File: src/hw/rtl/assert_macros.svh
// Assertion macros shared by the radix-to-symbols RTL.
// Depends on nothing; bodies are empty when SYNTHESIS is defined.
`ifndef ASSERT_MACROS_SVH
`define ASSERT_MACROS_SVH
`ifndef SYNTHESIS
`define ASSERT_PROP(lbl, clk, rst_n, prop) \
  lbl: assert property (@(posedge clk) disable iff (!rst_n) prop) \
    else $error("%m: property failed");
`define ASSERT_NEVER(lbl, clk, rst_n, expr) \
  lbl: assert property (@(posedge clk) disable iff (!rst_n) !(expr)) \
    else $error("%m: forbidden condition seen");
`else
`define ASSERT_PROP(lbl, clk, rst_n, prop)
`define ASSERT_NEVER(lbl, clk, rst_n, expr)
`endif
`endif

File: src/hw/rtl/srts_pkg.sv
// Package for the signed radix-to-symbols block: widths, character constants,
// register indexes, state and status types, and the symbol lookup function.
// Depends on nothing.
package srts_pkg;

  localparam int MAG_W       = 32;
  localparam int DIG_W       = 4;
  localparam int RADIX_W     = 5;
  localparam int SYM_W       = 8;
  localparam int SYM_SLOTS   = 16;
  localparam int NUM_WORDS   = 4;
  localparam int STACK_DEPTH = 32;
  localparam int STACK_AW    = 5;
  localparam int CNT_W       = 6;
  localparam int CFG_IDX_W   = 3;
  localparam int DIV_BITS    = 8;
  localparam int DIV_CYCLES  = MAG_W / DIV_BITS;
  localparam int DIV_STEP_W  = $clog2(DIV_CYCLES);

  localparam logic [SYM_W-1:0]   CH_PLUS  = 8'h2B;
  localparam logic [SYM_W-1:0]   CH_MINUS = 8'h2D;
  localparam logic [SYM_W-1:0]   CH_LO    = 8'd32;
  localparam logic [SYM_W-1:0]   CH_HI    = 8'd127;
  localparam logic [RADIX_W-1:0] MIN_LEN  = 5'd2;

  localparam logic [CFG_IDX_W-1:0] CFG_SYM_0_3   = 3'd0;
  localparam logic [CFG_IDX_W-1:0] CFG_SYM_4_7   = 3'd1;
  localparam logic [CFG_IDX_W-1:0] CFG_SYM_8_11  = 3'd2;
  localparam logic [CFG_IDX_W-1:0] CFG_SYM_12_15 = 3'd3;
  localparam logic [CFG_IDX_W-1:0] CFG_ALEN      = 3'd4;

  localparam logic [31:0]        RST_SYM_0_3   = 32'd858927408;
  localparam logic [31:0]        RST_SYM_4_7   = 32'd926299444;
  localparam logic [31:0]        RST_SYM_8_11  = 32'd1650538808;
  localparam logic [31:0]        RST_SYM_12_15 = 32'd1717920867;
  localparam logic [RADIX_W-1:0] RST_ALEN      = 5'd16;

  typedef logic [NUM_WORDS-1:0][31:0] alph_t;

  typedef enum logic [1:0] {
    ST_IDLE,
    ST_CHECK,
    ST_DIV,
    ST_EMIT
  } srts_state_t;

  typedef struct packed {
    logic done;
    logic ok;
  } chk_stat_t;

  typedef struct packed {
    logic busy;
    logic done;
  } div_stat_t;

  function automatic logic [SYM_W-1:0] sym_at(alph_t w, logic [DIG_W-1:0] k);
    return w[k[3:2]][{k[1:0], 3'b000} +: SYM_W];
  endfunction

endpackage

File: src/hw/rtl/srts_alpha_chk.sv
// Alphabet validator: steps through the symbols in use, one per cycle, checking the
// length bound, range, sign characters and duplicates. Depends on srts_pkg.
module srts_alpha_chk #(
  parameter int LEN_BOUND = 16
) (
  input  logic                          clk,
  input  logic                          rst_n,
  input  logic                          start,
  input  srts_pkg::alph_t               alph,
  input  logic [srts_pkg::RADIX_W-1:0]  alen,
  output srts_pkg::chk_stat_t           stat
);

  logic                         busy_r;
  logic                         busy_nxt;
  logic [srts_pkg::DIG_W-1:0]   idx_r;
  logic [srts_pkg::DIG_W-1:0]   idx_nxt;
  srts_pkg::chk_stat_t          stat_r;
  srts_pkg::chk_stat_t          stat_nxt;
  logic [srts_pkg::SYM_W-1:0]   cur;
  logic                         len_bad;
  logic                         ch_bad;
  logic                         dup;
  logic                         at_last;

  always_comb begin
    cur     = srts_pkg::sym_at(alph, idx_r);
    len_bad = (alen < srts_pkg::MIN_LEN) ||
              (alen > srts_pkg::RADIX_W'(LEN_BOUND));
    ch_bad  = (cur < srts_pkg::CH_LO) || (cur >= srts_pkg::CH_HI) ||
              (cur == srts_pkg::CH_PLUS) || (cur == srts_pkg::CH_MINUS);
    dup     = 1'b0;
    for (int j = 0; j < srts_pkg::SYM_SLOTS; j++) begin
      if ((srts_pkg::RADIX_W'(j) > {1'b0, idx_r}) && (srts_pkg::RADIX_W'(j) < alen) &&
          (srts_pkg::sym_at(alph, srts_pkg::DIG_W'(j)) == cur)) begin
        dup = 1'b1;
      end
    end
    at_last = ({1'b0, idx_r} == (alen - 5'd1));
  end

  always_comb begin
    busy_nxt = busy_r;
    idx_nxt  = idx_r;
    stat_nxt = '0;
    if (start) begin
      busy_nxt = 1'b1;
      idx_nxt  = '0;
    end else if (busy_r) begin
      if (len_bad || ch_bad || dup) begin
        busy_nxt      = 1'b0;
        stat_nxt.done = 1'b1;
      end else if (at_last) begin
        busy_nxt      = 1'b0;
        stat_nxt.done = 1'b1;
        stat_nxt.ok   = 1'b1;
      end else begin
        idx_nxt = idx_r + 4'd1;
      end
    end
  end

  always_ff @(posedge clk) begin
    if (!rst_n) begin
      busy_r <= 1'b0;
      idx_r  <= '0;
      stat_r <= '0;
    end else begin
      busy_r <= busy_nxt;
      idx_r  <= idx_nxt;
      stat_r <= stat_nxt;
    end
  end

  assign stat = stat_r;

endmodule

File: src/hw/rtl/srts_div_unit.sv
// Shared divider: restoring division of a 32-bit magnitude by the radix,
// eight quotient bits per cycle. Depends on srts_pkg.
module srts_div_unit (
  input  logic                          clk,
  input  logic                          rst_n,
  input  logic                          start,
  input  logic [srts_pkg::MAG_W-1:0]    dividend,
  input  logic [srts_pkg::RADIX_W-1:0]  divisor,
  output srts_pkg::div_stat_t           stat,
  output logic [srts_pkg::MAG_W-1:0]    quotient,
  output logic [srts_pkg::DIG_W-1:0]    remainder
);

  logic [srts_pkg::MAG_W-1:0]      quo_r;
  logic [srts_pkg::MAG_W-1:0]      quo_nxt;
  logic [srts_pkg::DIG_W-1:0]      rem_r;
  logic [srts_pkg::DIG_W-1:0]      rem_nxt;
  logic [srts_pkg::RADIX_W-1:0]    dvsr_r;
  logic [srts_pkg::DIV_STEP_W-1:0] step_r;
  srts_pkg::div_stat_t             stat_r;
  logic [srts_pkg::MAG_W-1:0]      q_sh;
  logic [srts_pkg::DIG_W-1:0]      r_sh;

  always_comb begin
    logic [srts_pkg::RADIX_W-1:0] t;
    q_sh = quo_r;
    r_sh = rem_r;
    for (int k = 0; k < srts_pkg::DIV_BITS; k++) begin
      t    = {r_sh, q_sh[srts_pkg::MAG_W-1]};
      q_sh = {q_sh[srts_pkg::MAG_W-2:0], 1'b0};
      if (t >= dvsr_r) begin
        t       = t - dvsr_r;
        q_sh[0] = 1'b1;
      end
      r_sh = t[srts_pkg::DIG_W-1:0];
    end
  end

  always_comb begin
    quo_nxt = quo_r;
    rem_nxt = rem_r;
    if (start) begin
      quo_nxt = dividend;
      rem_nxt = '0;
    end else if (stat_r.busy) begin
      quo_nxt = q_sh;
      rem_nxt = r_sh;
    end
  end

  always_ff @(posedge clk) begin
    quo_r <= quo_nxt;
    rem_r <= rem_nxt;
    if (start) begin
      dvsr_r <= divisor;
    end
  end

  always_ff @(posedge clk) begin
    if (!rst_n) begin
      stat_r <= '0;
      step_r <= '0;
    end else if (start) begin
      stat_r.busy <= 1'b1;
      stat_r.done <= 1'b0;
      step_r      <= '0;
    end else if (stat_r.busy) begin
      step_r <= step_r + srts_pkg::DIV_STEP_W'(1);
      if (step_r == srts_pkg::DIV_STEP_W'(srts_pkg::DIV_CYCLES - 1)) begin
        stat_r.busy <= 1'b0;
        stat_r.done <= 1'b1;
      end
    end else begin
      stat_r.done <= 1'b0;
    end
  end

  assign stat      = stat_r;
  assign quotient  = quo_r;
  assign remainder = rem_r;

endmodule

File: src/hw/rtl/signed_radix_to_symbols.sv
// Signed radix-to-symbols converter, top level: configuration registers,
// sequencer, digit stack and output register.
// Depends on srts_pkg, srts_alpha_chk, srts_div_unit and assert_macros.svh.
//
// Usage: in_tdata carries one signed 32-bit value per transaction. The block
// writes its representation in radix alphabet_length as a run of symbol bytes
// on out_tdata, most significant digit first, with a leading '-' for negative
// values; out_tlast marks the final symbol of the run. The cfg_ port sets the
// 16 alphabet bytes and the length; write it only while the block is idle.
// An alphabet that fails validation yields no output for that value.
// Sequence: after acceptance, validation steps through the symbols in use
// (up to 16), each digit takes one pass of the shared divider (8 quotient
// bits per cycle), then symbols leave at one per cycle while out_tready is
// high. in_tready is high only between values.
// The output register holds a symbol while out_tready is low; the sequencer
// waits on it. Reset restores the alphabet "0123456789abcdef" and clears the
// sequencer and output valid.
`include "assert_macros.svh"

module signed_radix_to_symbols #(
  parameter int MAX_BASE = 16
) (
  input  logic                              clk,
  input  logic                              rst_n,
  input  logic                              in_tvalid,
  output logic                              in_tready,
  input  logic [31:0]                       in_tdata,   // [31:0] value
  output logic                              out_tvalid,
  input  logic                              out_tready,
  output logic [7:0]                        out_tdata,  // [7:0] symbol
  output logic                              out_tlast,
  input  logic                              cfg_we,
  input  logic [srts_pkg::CFG_IDX_W-1:0]    cfg_index,
  input  logic [31:0]                       cfg_wdata
);

  localparam int LEN_BOUND = (MAX_BASE < srts_pkg::SYM_SLOTS) ? MAX_BASE :
                             srts_pkg::SYM_SLOTS;

  srts_pkg::alph_t                   alph_r;
  logic [srts_pkg::RADIX_W-1:0]      alen_r;
  srts_pkg::srts_state_t             state_r;
  srts_pkg::srts_state_t             state_nxt;
  logic [srts_pkg::MAG_W-1:0]        mag_r;
  logic                              sign_r;
  logic                              sign_nxt;
  logic [srts_pkg::CNT_W-1:0]        cnt_r;
  logic [srts_pkg::CNT_W-1:0]        cnt_nxt;
  logic [srts_pkg::DIG_W-1:0]        stack_r [srts_pkg::STACK_DEPTH];
  logic                              stack_we;
  logic [srts_pkg::STACK_AW-1:0]     rd_idx;
  logic                              out_valid_r;
  logic                              out_valid_nxt;
  logic [srts_pkg::SYM_W-1:0]        out_sym_r;
  logic [srts_pkg::SYM_W-1:0]        out_sym_nxt;
  logic                              out_last_r;
  logic                              out_last_nxt;
  logic                              out_free;
  logic                              in_acc;
  logic                              chk_start;
  logic                              div_start;
  logic [srts_pkg::MAG_W-1:0]        div_dividend;
  srts_pkg::chk_stat_t               chk_stat;
  srts_pkg::div_stat_t               div_stat;
  logic [srts_pkg::MAG_W-1:0]        div_quo;
  logic [srts_pkg::DIG_W-1:0]        div_rem;

  // configuration registers
  always_ff @(posedge clk) begin
    if (!rst_n) begin
      alph_r[0] <= srts_pkg::RST_SYM_0_3;
      alph_r[1] <= srts_pkg::RST_SYM_4_7;
      alph_r[2] <= srts_pkg::RST_SYM_8_11;
      alph_r[3] <= srts_pkg::RST_SYM_12_15;
      alen_r    <= srts_pkg::RST_ALEN;
    end else if (cfg_we) begin
      case (cfg_index)
        srts_pkg::CFG_SYM_0_3:   alph_r[0] <= cfg_wdata;
        srts_pkg::CFG_SYM_4_7:   alph_r[1] <= cfg_wdata;
        srts_pkg::CFG_SYM_8_11:  alph_r[2] <= cfg_wdata;
        srts_pkg::CFG_SYM_12_15: alph_r[3] <= cfg_wdata;
        srts_pkg::CFG_ALEN:      alen_r    <= cfg_wdata[srts_pkg::RADIX_W-1:0];
        default: ;
      endcase
    end
  end

  srts_alpha_chk #(
    .LEN_BOUND(LEN_BOUND)
  ) u_chk (
    .clk   (clk),
    .rst_n (rst_n),
    .start (chk_start),
    .alph  (alph_r),
    .alen  (alen_r),
    .stat  (chk_stat)
  );

  srts_div_unit u_div (
    .clk       (clk),
    .rst_n     (rst_n),
    .start     (div_start),
    .dividend  (div_dividend),
    .divisor   (alen_r),
    .stat      (div_stat),
    .quotient  (div_quo),
    .remainder (div_rem)
  );

  assign in_tready    = (state_r == srts_pkg::ST_IDLE);
  assign in_acc       = in_tvalid && in_tready;
  assign chk_start    = in_acc;
  assign out_free     = !out_valid_r || out_tready;
  assign div_dividend = (state_r == srts_pkg::ST_CHECK) ? mag_r : div_quo;
  assign rd_idx       = srts_pkg::STACK_AW'(cnt_r - 6'd1);

  always_comb begin
    state_nxt     = state_r;
    sign_nxt      = sign_r;
    cnt_nxt       = cnt_r;
    div_start     = 1'b0;
    stack_we      = 1'b0;
    out_valid_nxt = out_valid_r && !out_tready;
    out_sym_nxt   = out_sym_r;
    out_last_nxt  = out_last_r;
    case (state_r)
      srts_pkg::ST_IDLE: begin
        if (in_acc) begin
          state_nxt = srts_pkg::ST_CHECK;
          sign_nxt  = in_tdata[31];
          cnt_nxt   = '0;
        end
      end
      srts_pkg::ST_CHECK: begin
        if (chk_stat.done) begin
          if (chk_stat.ok) begin
            div_start = 1'b1;
            state_nxt = srts_pkg::ST_DIV;
          end else begin
            state_nxt = srts_pkg::ST_IDLE;
          end
        end
      end
      srts_pkg::ST_DIV: begin
        if (div_stat.done) begin
          stack_we = 1'b1;
          cnt_nxt  = cnt_r + 6'd1;
          if ((div_quo != '0) &&
              (cnt_r < srts_pkg::CNT_W'(srts_pkg::STACK_DEPTH - 1))) begin
            div_start = 1'b1;
          end else begin
            state_nxt = srts_pkg::ST_EMIT;
          end
        end
      end
      srts_pkg::ST_EMIT: begin
        if (out_free) begin
          out_valid_nxt = 1'b1;
          if (sign_r) begin
            out_sym_nxt  = srts_pkg::CH_MINUS;
            out_last_nxt = 1'b0;
            sign_nxt     = 1'b0;
          end else begin
            out_sym_nxt  = srts_pkg::sym_at(alph_r, stack_r[rd_idx]);
            out_last_nxt = (cnt_r == 6'd1);
            cnt_nxt      = cnt_r - 6'd1;
            if (cnt_r == 6'd1) begin
              state_nxt = srts_pkg::ST_IDLE;
            end
          end
        end
      end
      default: state_nxt = srts_pkg::ST_IDLE;
    endcase
  end

  always_ff @(posedge clk) begin
    if (!rst_n) begin
      state_r     <= srts_pkg::ST_IDLE;
      sign_r      <= 1'b0;
      cnt_r       <= '0;
      out_valid_r <= 1'b0;
    end else begin
      state_r     <= state_nxt;
      sign_r      <= sign_nxt;
      cnt_r       <= cnt_nxt;
      out_valid_r <= out_valid_nxt;
    end
  end

  always_ff @(posedge clk) begin
    out_sym_r  <= out_sym_nxt;
    out_last_r <= out_last_nxt;
    if (in_acc) begin
      mag_r <= in_tdata[31] ? (32'd0 - in_tdata) : in_tdata;
    end
    if (stack_we) begin
      stack_r[cnt_r[srts_pkg::STACK_AW-1:0]] <= div_rem;
    end
  end

  assign out_tvalid = out_valid_r;
  assign out_tdata  = out_sym_r;
  assign out_tlast  = out_last_r;

  `ASSERT_NEVER(a_cnt_range, clk, rst_n, cnt_r > srts_pkg::CNT_W'(srts_pkg::STACK_DEPTH))
  `ASSERT_PROP(a_div_quiet, clk, rst_n, div_stat.busy |-> (state_r == srts_pkg::ST_DIV))
  `ASSERT_NEVER(a_chk_in_check, clk, rst_n, chk_stat.done && (state_r != srts_pkg::ST_CHECK))
  `ASSERT_PROP(a_emit_has_digit, clk, rst_n, (state_r == srts_pkg::ST_EMIT) |-> (cnt_r != '0))

endmodule

File: config.mk
export PLATFORM = sky130hd
export DESIGN_NAME = signed_radix_to_symbols
export DESIGN_NICKNAME = d
export VERILOG_FILES = /design/src/hw/rtl/srts_pkg.sv /design/src/hw/rtl/srts_alpha_chk.sv /design/src/hw/rtl/srts_div_unit.sv /design/src/hw/rtl/signed_radix_to_symbols.sv
export VERILOG_INCLUDE_DIRS = /design/src /design/src/hw/rtl
export SDC_FILE = /design/constraint.sdc
export NUM_CORES = 1
export LEC_CHECK = 0
export ABC_AREA = 0
export BUFFER_PORTS_ARGS = -buffer_cell sky130_fd_sc_hd__buf_4
export CAP_MARGIN = 20
export CORE_AREA = 4 4 208 210
export DETAILED_ROUTE_END_ITERATION = 7
export DIE_AREA = 0 0 212 214
export PLACE_DENSITY_LB_ADDON = 0.3
export SYNTH_ARGS = -nofsm -noshare
export SYNTH_HDL_FRONTEND = slang
export SYNTH_SLANG_ARGS = --single-unit
File: constraint.sdc
create_clock -name clk -period 17.2 [get_ports clk]
set_input_delay 4.3 -clock clk [delete_from_list [all_inputs] [get_ports clk]]
set_output_delay 4.3 -clock clk [all_outputs]
set_load 0.005 [all_outputs]
; Word-level counts from Yosys, hierarchy flattened
; Memory sizes are Yosys's and may differ from the RTL's.
; Cells that the tools add are included.
; Widths: inputs -> output; s select.
[classes]
n_addsub = 14
multipliers = 0
div = 0
order_cmp = 45
n_eq_ne = 35
n_shift = 2
mux = 77
bitwise = 5
reduce_logical = 64
[ops]
columns = operator, count
row1 = $mux 32, 5
row2 = $bmux 32 s2, 2
row3 = $eq 8x8->1, 15
row4 = $shiftx 32x6->8, 2
row5 = $mux 1, 42
row6 = $ge 5x5->1, 8
row7 = $lt 4x5->1 const A, 8
row8 = $logic_and 1x1->1, 33
row9 = $gt 4x4->1 const A, 8
row10 = $mux 4, 8
row11 = $reduce_bool 32->1, 1
row12 = $sub 1x32->32 const A, 1
row13 = $sub 4x4->4, 8
row14 = $mux 31, 1
row15 = $mux 6, 4
row16 = $mux 2, 11
row17 = $lt 3x5->1 const A, 4
row18 = $pmux 6 s3, 1
row19 = $eq 8x6->1 const B, 2
row20 = $gt 3x4->1 const A, 4
row21 = $reduce_and 2->1, 7
row22 = $lt 2x5->1 const A, 2
row23 = $ge 8x7->1 const B, 1
row24 = $gt 2x4->1 const A, 2
row25 = other kinds (36), 62
[totals]
register_bits = 236
latchBits = 0
ram_bits = 128
rom_bits = 0
input_bits = 72
out_inout_bits = 11
wordCells = 266
n_memories = 1
[memory_table]
columns = name, depth, width, read_ports, rd_clocked_by_memory_dff, wr, line
row1 = stack_r, 32, 4, 1, 0, 1, signed_radix_to_symbols.sv:49  ; logic [srts_pkg::DIG_W-1:0] stack_r [srts_pkg::STACK_DEPTH];

; Depth between registers and ports, before layout
[depth]
word_depth = 24
depth_mapped = 75
depth_no_buf = 72

; By module
; Synthesis repeated with hierarchy kept, for this count alone.
[hier_totals]
hier_cells = 2186
area_unflattened_um2 = 21883.5
[by_module_without_submodules]
columns = module, instances, cells_each, area_per_inst_um2, seq_area_each_um2
row1 = signed_radix_to_symbols, 1, 1357, 14326.2, 7937.6
row2 = srts_alpha_chk, 1, 494, 3965.1, 140.1
row3 = srts_div_unit, 1, 335, 3592.2, 1271.2

; Worst setup path before layout
; OpenSTA, ideal clock, no wires.
[synth_path]
path_type = register to register
startpoint = reg u_div.dvsr_r[1] in the netlist's numbering
endpoint = reg u_div.quo_r, in the netlist u_div.quotient[0] (data pin)
setup_ns = 0.260
arrival_time_ns = 11.954
required_ns = 16.940
path_slack_ns = 4.986
stages_incl_launch_ff = 71
path_buffers = 3
synth_period_minus_slack_ns = 12.214
cell_sequence = edfxtp_1 inv_1 ha_1 a21o_1 a21o_1 o21a_1 o21ai_0 nand2b_1 clkbuf_1 mux2_2 inv_1 ha_1 nor2b_1 o21ai_0 nand2b_1 o21a_1 o21ai_0 nand2b_1 (+35 left out) a21o_1 mux2_2 inv_1 ha_1 nor2b_1 o21ai_0 nand2b_1 a31o_2 a21o_1 a21o_1 a21oi_1 ha_1 o21ai_0 a21boi_0 o21ai_0 nand2b_1 a21o_1 mux2_2
[synth_between]
elab_chain_len = 18
word_cells_on_any_way = 25
cone_classes = add/sub: 7 / order compare: 8 / mux: 10
[synth_rtl]
columns = element, line
row1 = "start, declared", srts_div_unit.sv:18  ; logic [srts_pkg::RADIX_W-1:0] dvsr_r;
row2 = "start signal, assigned", srts_div_unit.sv:55  ; dvsr_r <= divisor;
row3 = $sub 4x4->4 / $ge 5x5->1 (equally long branches), "srts_div_unit.sv:32, srts_div_unit.sv:31"
row4 = $mux 4, srts_div_unit.sv:31  ; if (t >= dvsr_r) begin
row5 = $sub 4x4->4 / $ge 5x5->1 (equally long branches), "srts_div_unit.sv:32, srts_div_unit.sv:31"
row6 = $mux 4, srts_div_unit.sv:31
row7 = $sub 4x4->4 / $ge 5x5->1 (equally long branches), "srts_div_unit.sv:32, srts_div_unit.sv:31"
row8 = $mux 4, srts_div_unit.sv:31
row9 = $ge 5x5->1 / $sub 4x4->4 (equally long branches), "srts_div_unit.sv:31, srts_div_unit.sv:32"
row10 = $mux 4, srts_div_unit.sv:31
row11 = (+3 left out), -
row12 = $mux 4, srts_div_unit.sv:31
row13 = $sub 4x4->4 / $ge 5x5->1 (equally long branches), "srts_div_unit.sv:32, srts_div_unit.sv:31"
row14 = $mux 4, srts_div_unit.sv:31
row15 = $ge 5x5->1 *, srts_div_unit.sv:31
row16 = $mux 1 *, srts_div_unit.sv:31
row17 = $mux 32 *, srts_div_unit.sv:45  ; end else if (stat_r.busy) begin
row18 = $mux 32 *, srts_div_unit.sv:42  ; if (start) begin
row19 = named net u_div.quo_nxt (one bit), srts_div_unit.sv:15  ; logic [srts_pkg::MAG_W-1:0] quo_nxt;
row20 = "end signal, assigned", srts_div_unit.sv:52  ; quo_r <= quo_nxt;
row21 = "end, declared", srts_div_unit.sv:14  ; logic [srts_pkg::MAG_W-1:0] quo_r;
; The timed path passes the listed nets; every way through them passes the cells marked *. The select of a mux whose other input is x is not followed.
; A chain may end at the register's enable or synchronous reset.

; Worst setup path after layout
[layout_path]
startpoint = reg u_div.dvsr_r[1] in the netlist's numbering
endpoint = reg u_div.rem_r, in the netlist u_div.remainder[2]
[layout_between]
elab_chain_len = 16
word_cells_on_any_way = 24
cone_classes = add/sub: 8 / order compare: 8 / mux: 8
[layout_rtl]
columns = element, line
row1 = $sub 4x4->4 / $ge 5x5->1 (equally long branches), "srts_div_unit.sv:32, srts_div_unit.sv:31"
row2 = $mux 4, srts_div_unit.sv:31
row3 = $sub 4x4->4 / $ge 5x5->1 (equally long branches), "srts_div_unit.sv:32, srts_div_unit.sv:31"
row4 = $mux 4, srts_div_unit.sv:31
row5 = $sub 4x4->4 / $ge 5x5->1 (equally long branches), "srts_div_unit.sv:32, srts_div_unit.sv:31"
row6 = $mux 4, srts_div_unit.sv:31
row7 = $ge 5x5->1 / $sub 4x4->4 (equally long branches), "srts_div_unit.sv:31, srts_div_unit.sv:32"
row8 = $mux 4, srts_div_unit.sv:31
row9 = $sub 4x4->4 / $ge 5x5->1 (equally long branches), "srts_div_unit.sv:32, srts_div_unit.sv:31"
row10 = $mux 4, srts_div_unit.sv:31
row11 = $sub 4x4->4 / $ge 5x5->1 (equally long branches), "srts_div_unit.sv:32, srts_div_unit.sv:31"
row12 = $mux 4, srts_div_unit.sv:31
row13 = $ge 5x5->1 / $sub 4x4->4 (equally long branches), "srts_div_unit.sv:31, srts_div_unit.sv:32"
row14 = $mux 4, srts_div_unit.sv:31
row15 = $sub 4x4->4 / $ge 5x5->1 (equally long branches), "srts_div_unit.sv:32, srts_div_unit.sv:31"
row16 = $mux 4 *, srts_div_unit.sv:31
row17 = "end signal, assigned", srts_div_unit.sv:53  ; rem_r <= rem_nxt;
row18 = "end, declared", srts_div_unit.sv:16  ; logic [srts_pkg::DIG_W-1:0] rem_r;
; Mark *: on every way between the ends. The rest lies on a longest branch, timed or not.

==> summary.md <==
| Metric | Value |
|---|---|
| Status | `finished clean` |
| WP buf/inv | `7` |
| CP required | `17630 ps` |
| RR Endpoint | `u_div.remainder[2]$_SDFFE_PP0P_` |
| TritonCTS Buffers | `38` |
| CP max stage delay | `660 ps` |
| R2R cell count | `69` |
| YS warnings | `0` |
| Initial core utilization | `54.4%` |
| Number of synthesized flops with an enable pin | `around 210` |
| Largest net degree at the start of global routing | `89` |
| Count of final hold-check violations | `0` |
| Row cnt | `75` |
| Pins Over Slew Limit | `0` |
| Clock-pin slew on the worst setup and hold paths | `70 ps` |
| Maxcap violations | `0` |
| R2R setup slack | `3380 ps` |
| Initial antenna violation count | `6` |
| Mux share of post-synthesis cell area | `13.3%` |
| Vias in the first global route | `around 19000` |
| DR pass1 iterations | `8` |
| Largest family of logic cells by synthesized area | `simple AND/OR/NAND/NOR gates` |
| Syn nets | `2442` |
| Max clock buf depth | `3` |
| DRC | `0` |
| Cell Pwr Density | `between 100 and 150 nW/um2` |
| Initial DRC count | `2027` |
| CP startpoint | `u_div.dvsr_r[1]$_DFFE_PP_` |
| H-tree depth | `2` |
| # resized after CTS | `0` |
| Hold path startpoint | `alph_r[3]$_SDFFE_PN0P_` |
| RePlAce Congestion | `1.05` |
| Worst R2R Start | `u_div.dvsr_r[1]$_DFFE_PP_` |
| First-pass GRT wire length | `116 mm` |
| Post-synth ARST share | `0%` |
| Levels on crit path | `69` |
| Die height | `214 um` |
| Max FO, Critical Path | `10` |
| Max VDD drop | `0.115 mV` |
| Setup TNS | `0 ps` |
| Post-CTS Setup Bufs | `0` |
| WL per Instance | `~27 um` |
| Area grow syn2layout | `9.79%` |
| GRT Overall Usage | `33.4%` |
| WP data arrival | `14250 ps` |
| CTS tree | `built` |
| I/O pins | `83` |
| Detailed Route WL | `a little under 80 mm` |
| Final Skew | `33.6 ps` |
| Most used DFF post-synth | `edfxtp_1` |
| Slew headroom | `29.1%` |
| Hold slack | `476 ps` |
| Clk_lat worst skew | `590 ps` |
| GR Overflow Total | `0` |
| Average size of a mapped cell | `9.81 um2` |
| Static Leakage | `8.56 nW` |
| Setup CP Type | `flip-flop to flip-flop` |
| Antenna-violating nets left | `0` |
| # hold bufs at CTS | `0` |
| Crit end category | `flip-flop` |
| Die ar. | `45400 um2` |
| Synth Area in Compound Gates | `14.8%` |
| Seq/Total Area, Yosys | `approximately two fifths` |
| Nets | `around 2500` |
| Setup violators final | `0` |
| Synthesized instance count | `2306` |
| Hold Crit Class | `flip-flop to flip-flop` |
| Final min period | `approximately 14000 ps` |
| DR vias/cell | `roughly 6.6` |
| Simple-Gate Fraction of Synth Area | `16.9%` |
| XOR/XNOR Fraction of Synth Area | `under 10%` |
| Input/output buffers | `82` |
| Cell family with most CP delay | `compound AO/OA/AOI/OAI gates` |
| Root Driver | `clkbuf_16` |
| Clock sinks | `364` |
| CP dominant cell by count | `o21ai_0` |
| Fill count | `3504` |
| Critical path endpoint | `u_div.remainder[2]$_SDFFE_PP0P_` |
| Fin crit share | `about 80%` |
| Adder-Cell Fraction of Synth Area | `3.80%` |
| DIE WIDTH | `212 um` |
| Worst Setup Start Kind | `flip-flop` |
| Core area | `between 40000 and 50000 um2` |
| Layout cell share with drive strength beyond 1 | `14.0%` |
| Unique masters post-synth | `92` |
| DP HPWL | `56.4 mm` |
| Yosys reg bits | `364` |
| Via count | `19181` |
| FMAX | `72.3 MHz` |
| Slowest-stage cell, CP | `edfxtp_1` |
| Slew @ Worst Pin | `around 1100 ps` |
| Cell Area, Synth | `22600 um2` |
| RSZ-0062 raised after global routing | `no` |
## state kept, by name, summed over array words and instances, names as in the netlist, 2 cells and up, named ones only
signal           cells
u_div.quotient      32
u_div.dvsr_r         5
u_div.stat           2
u_div.step_r         2
mag_r               32
alen_r               5
u_chk.idx_r          4
out_tdata            8
u_div.remainder      4
alph_r             128
cnt_r                6
u_chk.stat           2
stack_r            128
## cells in the mapped netlist, types with 9 or more instances
library cell | instances | area share (%)
buf_2 | 19 | 0.42
a22o_1 | 18 | 0.70
mux2_2 | 65 | 3.2
xor2_1 | 25 | 0.97
o211ai_1 | 16 | 0.53
clkbuf_1 | 95 | 1.6
a21boi_0 | 10 | 0.33
buf_1 | 11 | 0.18
a21oi_1 | 157 | 3.5
a21o_1 | 13 | 0.43
mux4_2 | 50 | 5.0
a31oi_1 | 9 | 0.25
or4_1 | 15 | 0.50
and3_1 | 13 | 0.36
o41ai_1 | 9 | 0.35
or3_1 | 19 | 0.53
o31ai_1 | 18 | 0.60
a22oi_1 | 22 | 0.73
edfxtp_1 | 206 | 27
nand3_1 | 93 | 2.1
o21ai_0 | 84 | 1.9
a211oi_1 | 58 | 1.9
nand4_1 | 22 | 0.61
ha_1 | 56 | 3.1
nand2_1 | 326 | 5.4
o22ai_1 | 12 | 0.33
nor4_1 | 19 | 0.53
nand2b_1 | 26 | 0.72
dfxtp_1 | 158 | 14
o221ai_1 | 9 | 0.35
nor2b_1 | 46 | 1.3
xnor2_1 | 129 | 5.0
nor2_1 | 108 | 1.8
mux2i_1 | 104 | 4.6
inv_1 | 55 | 0.91
a311oi_1 | 9 | 0.35
nor3_1 | 42 | 0.93
## metal layers
layer | global-route usage (%) | vias to the layer above | wire, um
met5 | 0 | - | 40
met3 | 5.45 | 268 | 5440
met2 | 56.0 | 975 | 38100
li1 | - | 8578 | -
met4 | 17.5 | 6 | 4610
met1 | 41.2 | 9354 | 29300
## worst reg2reg max path, delay by kind of cell (launching register included)
family                     cells  cell delay (ps)
AOI/OAI and AO/OA             29             5370
adders and majority gates      8             2100
buffers and inverters          7              820
DFF                            1              660
muxes                          7             2250
and+or+nand+nor               18             2450
## worst min path at each step
| stage | cells after the start | end |
|---|---|---|
| final | 2 | alph_r[3]$_SDFFE_PN0P_ |
| after global routing | 2 | alph_r[3]$_SDFFE_PN0P_ |
| after CTS | 2 | alph_r[3]$_SDFFE_PN0P_ |
| after detailed placement | 2 | alph_r[3]$_SDFFE_PN0P_ |
| after global placement | 2 | u_chk.stat[1]$_SDFF_PP0_ |
| after floorplan | 0 | u_div.dvsr_r[1]$_DFFE_PP_ |
## area by class of cell
cell class / count / area, um2 / area share [%]
repair buffers: 117 / 942 / 3.79
clock inverters: 18 / 224 / 0.901
diodes: 3 / 7.51 / 0.0302
well taps: 539 / 674 / 2.71
multi-input cells: 1742 / 12400 / 50.0
flip-flops and latches: 364 / 9360 / 37.7
inverters: 57 / 214 / 0.861
clock buffers: 50 / 1020 / 4.09
## metrics by stage
stage | std cells | worst slack (ps) | total power, W | cell area [um2] | util [%]
6_report | 2890 | 3380 | 0.00298 | 24800 | 59.8
4_1_cts | 2882 | 3420 | 0.00296 | 24700 | 59.5
2_1_floorplan | 2306 | 4990 | 0.00186 | 22600 | -
3_3_place_gp | 2814 | 4080 | 0.00209 | 23500 | 56.5
3_5_place_dp | 2814 | 3520 | 0.00213 | 23500 | 56.5
5_1_grt | 2890 | 2060 | 0.00315 | 24800 | 59.8
## cell usage in the layout (no fill, tap or decap), types with 9 or more instances in the layout
| master | n |
|---|---|
| clkbuf_16 | 38 |
| mux4_2 | 50 |
| a22o_1 | 18 |
| dfxtp_1 | 155 |
| o211ai_1 | 16 |
| nor4_1 | 19 |
| nand2_1 | 325 |
| clkbuf_1 | 10 |
| nor2b_1 | 46 |
| nor3_1 | 42 |
| mux2i_1 | 101 |
| edfxtp_1 | 206 |
| o41ai_1 | 9 |
| o21ai_0 | 84 |
| a21boi_0 | 10 |
| nand2b_1 | 26 |
| nand3_1 | 93 |
| buf_4 | 113 |
| a21o_1 | 13 |
| a311oi_1 | 9 |
| nor2_1 | 107 |
| and3_1 | 13 |
| xor2_1 | 25 |
| ha_1 | 55 |
| or3_1 | 19 |
| a21oi_1 | 157 |
| mux2_2 | 65 |
| nand4_1 | 22 |
| o221ai_1 | 9 |
| inv_1 | 55 |
| o22ai_1 | 12 |
| a22oi_1 | 22 |
| a31oi_1 | 9 |
| or4_1 | 15 |
| xnor2_1 | 129 |
| o31ai_1 | 18 |
| a211oi_1 | 58 |
## power breakdown
part           total, W  internal, W  switching (W)
clock          0.000829     0.000469       0.000359
sequential      0.00104     0.000999      0.0000374
combinational   0.00111     0.000498       0.000616
total           0.00298      0.00197        0.00101
## kinds of logic (layout without fill, tap and decap cells)
group	after synthesis	after routing
flip-flops	364	364
other	0	3
buffers and inverters	200	242
AO/OA/AOI/OAI	508	508
XOR/XNOR	154	154
adder cells (fa/ha/maj)	64	64
AND/OR/NAND/NOR	791	791
multiplexers	225	225
Power figures use the tool's default switching activity.
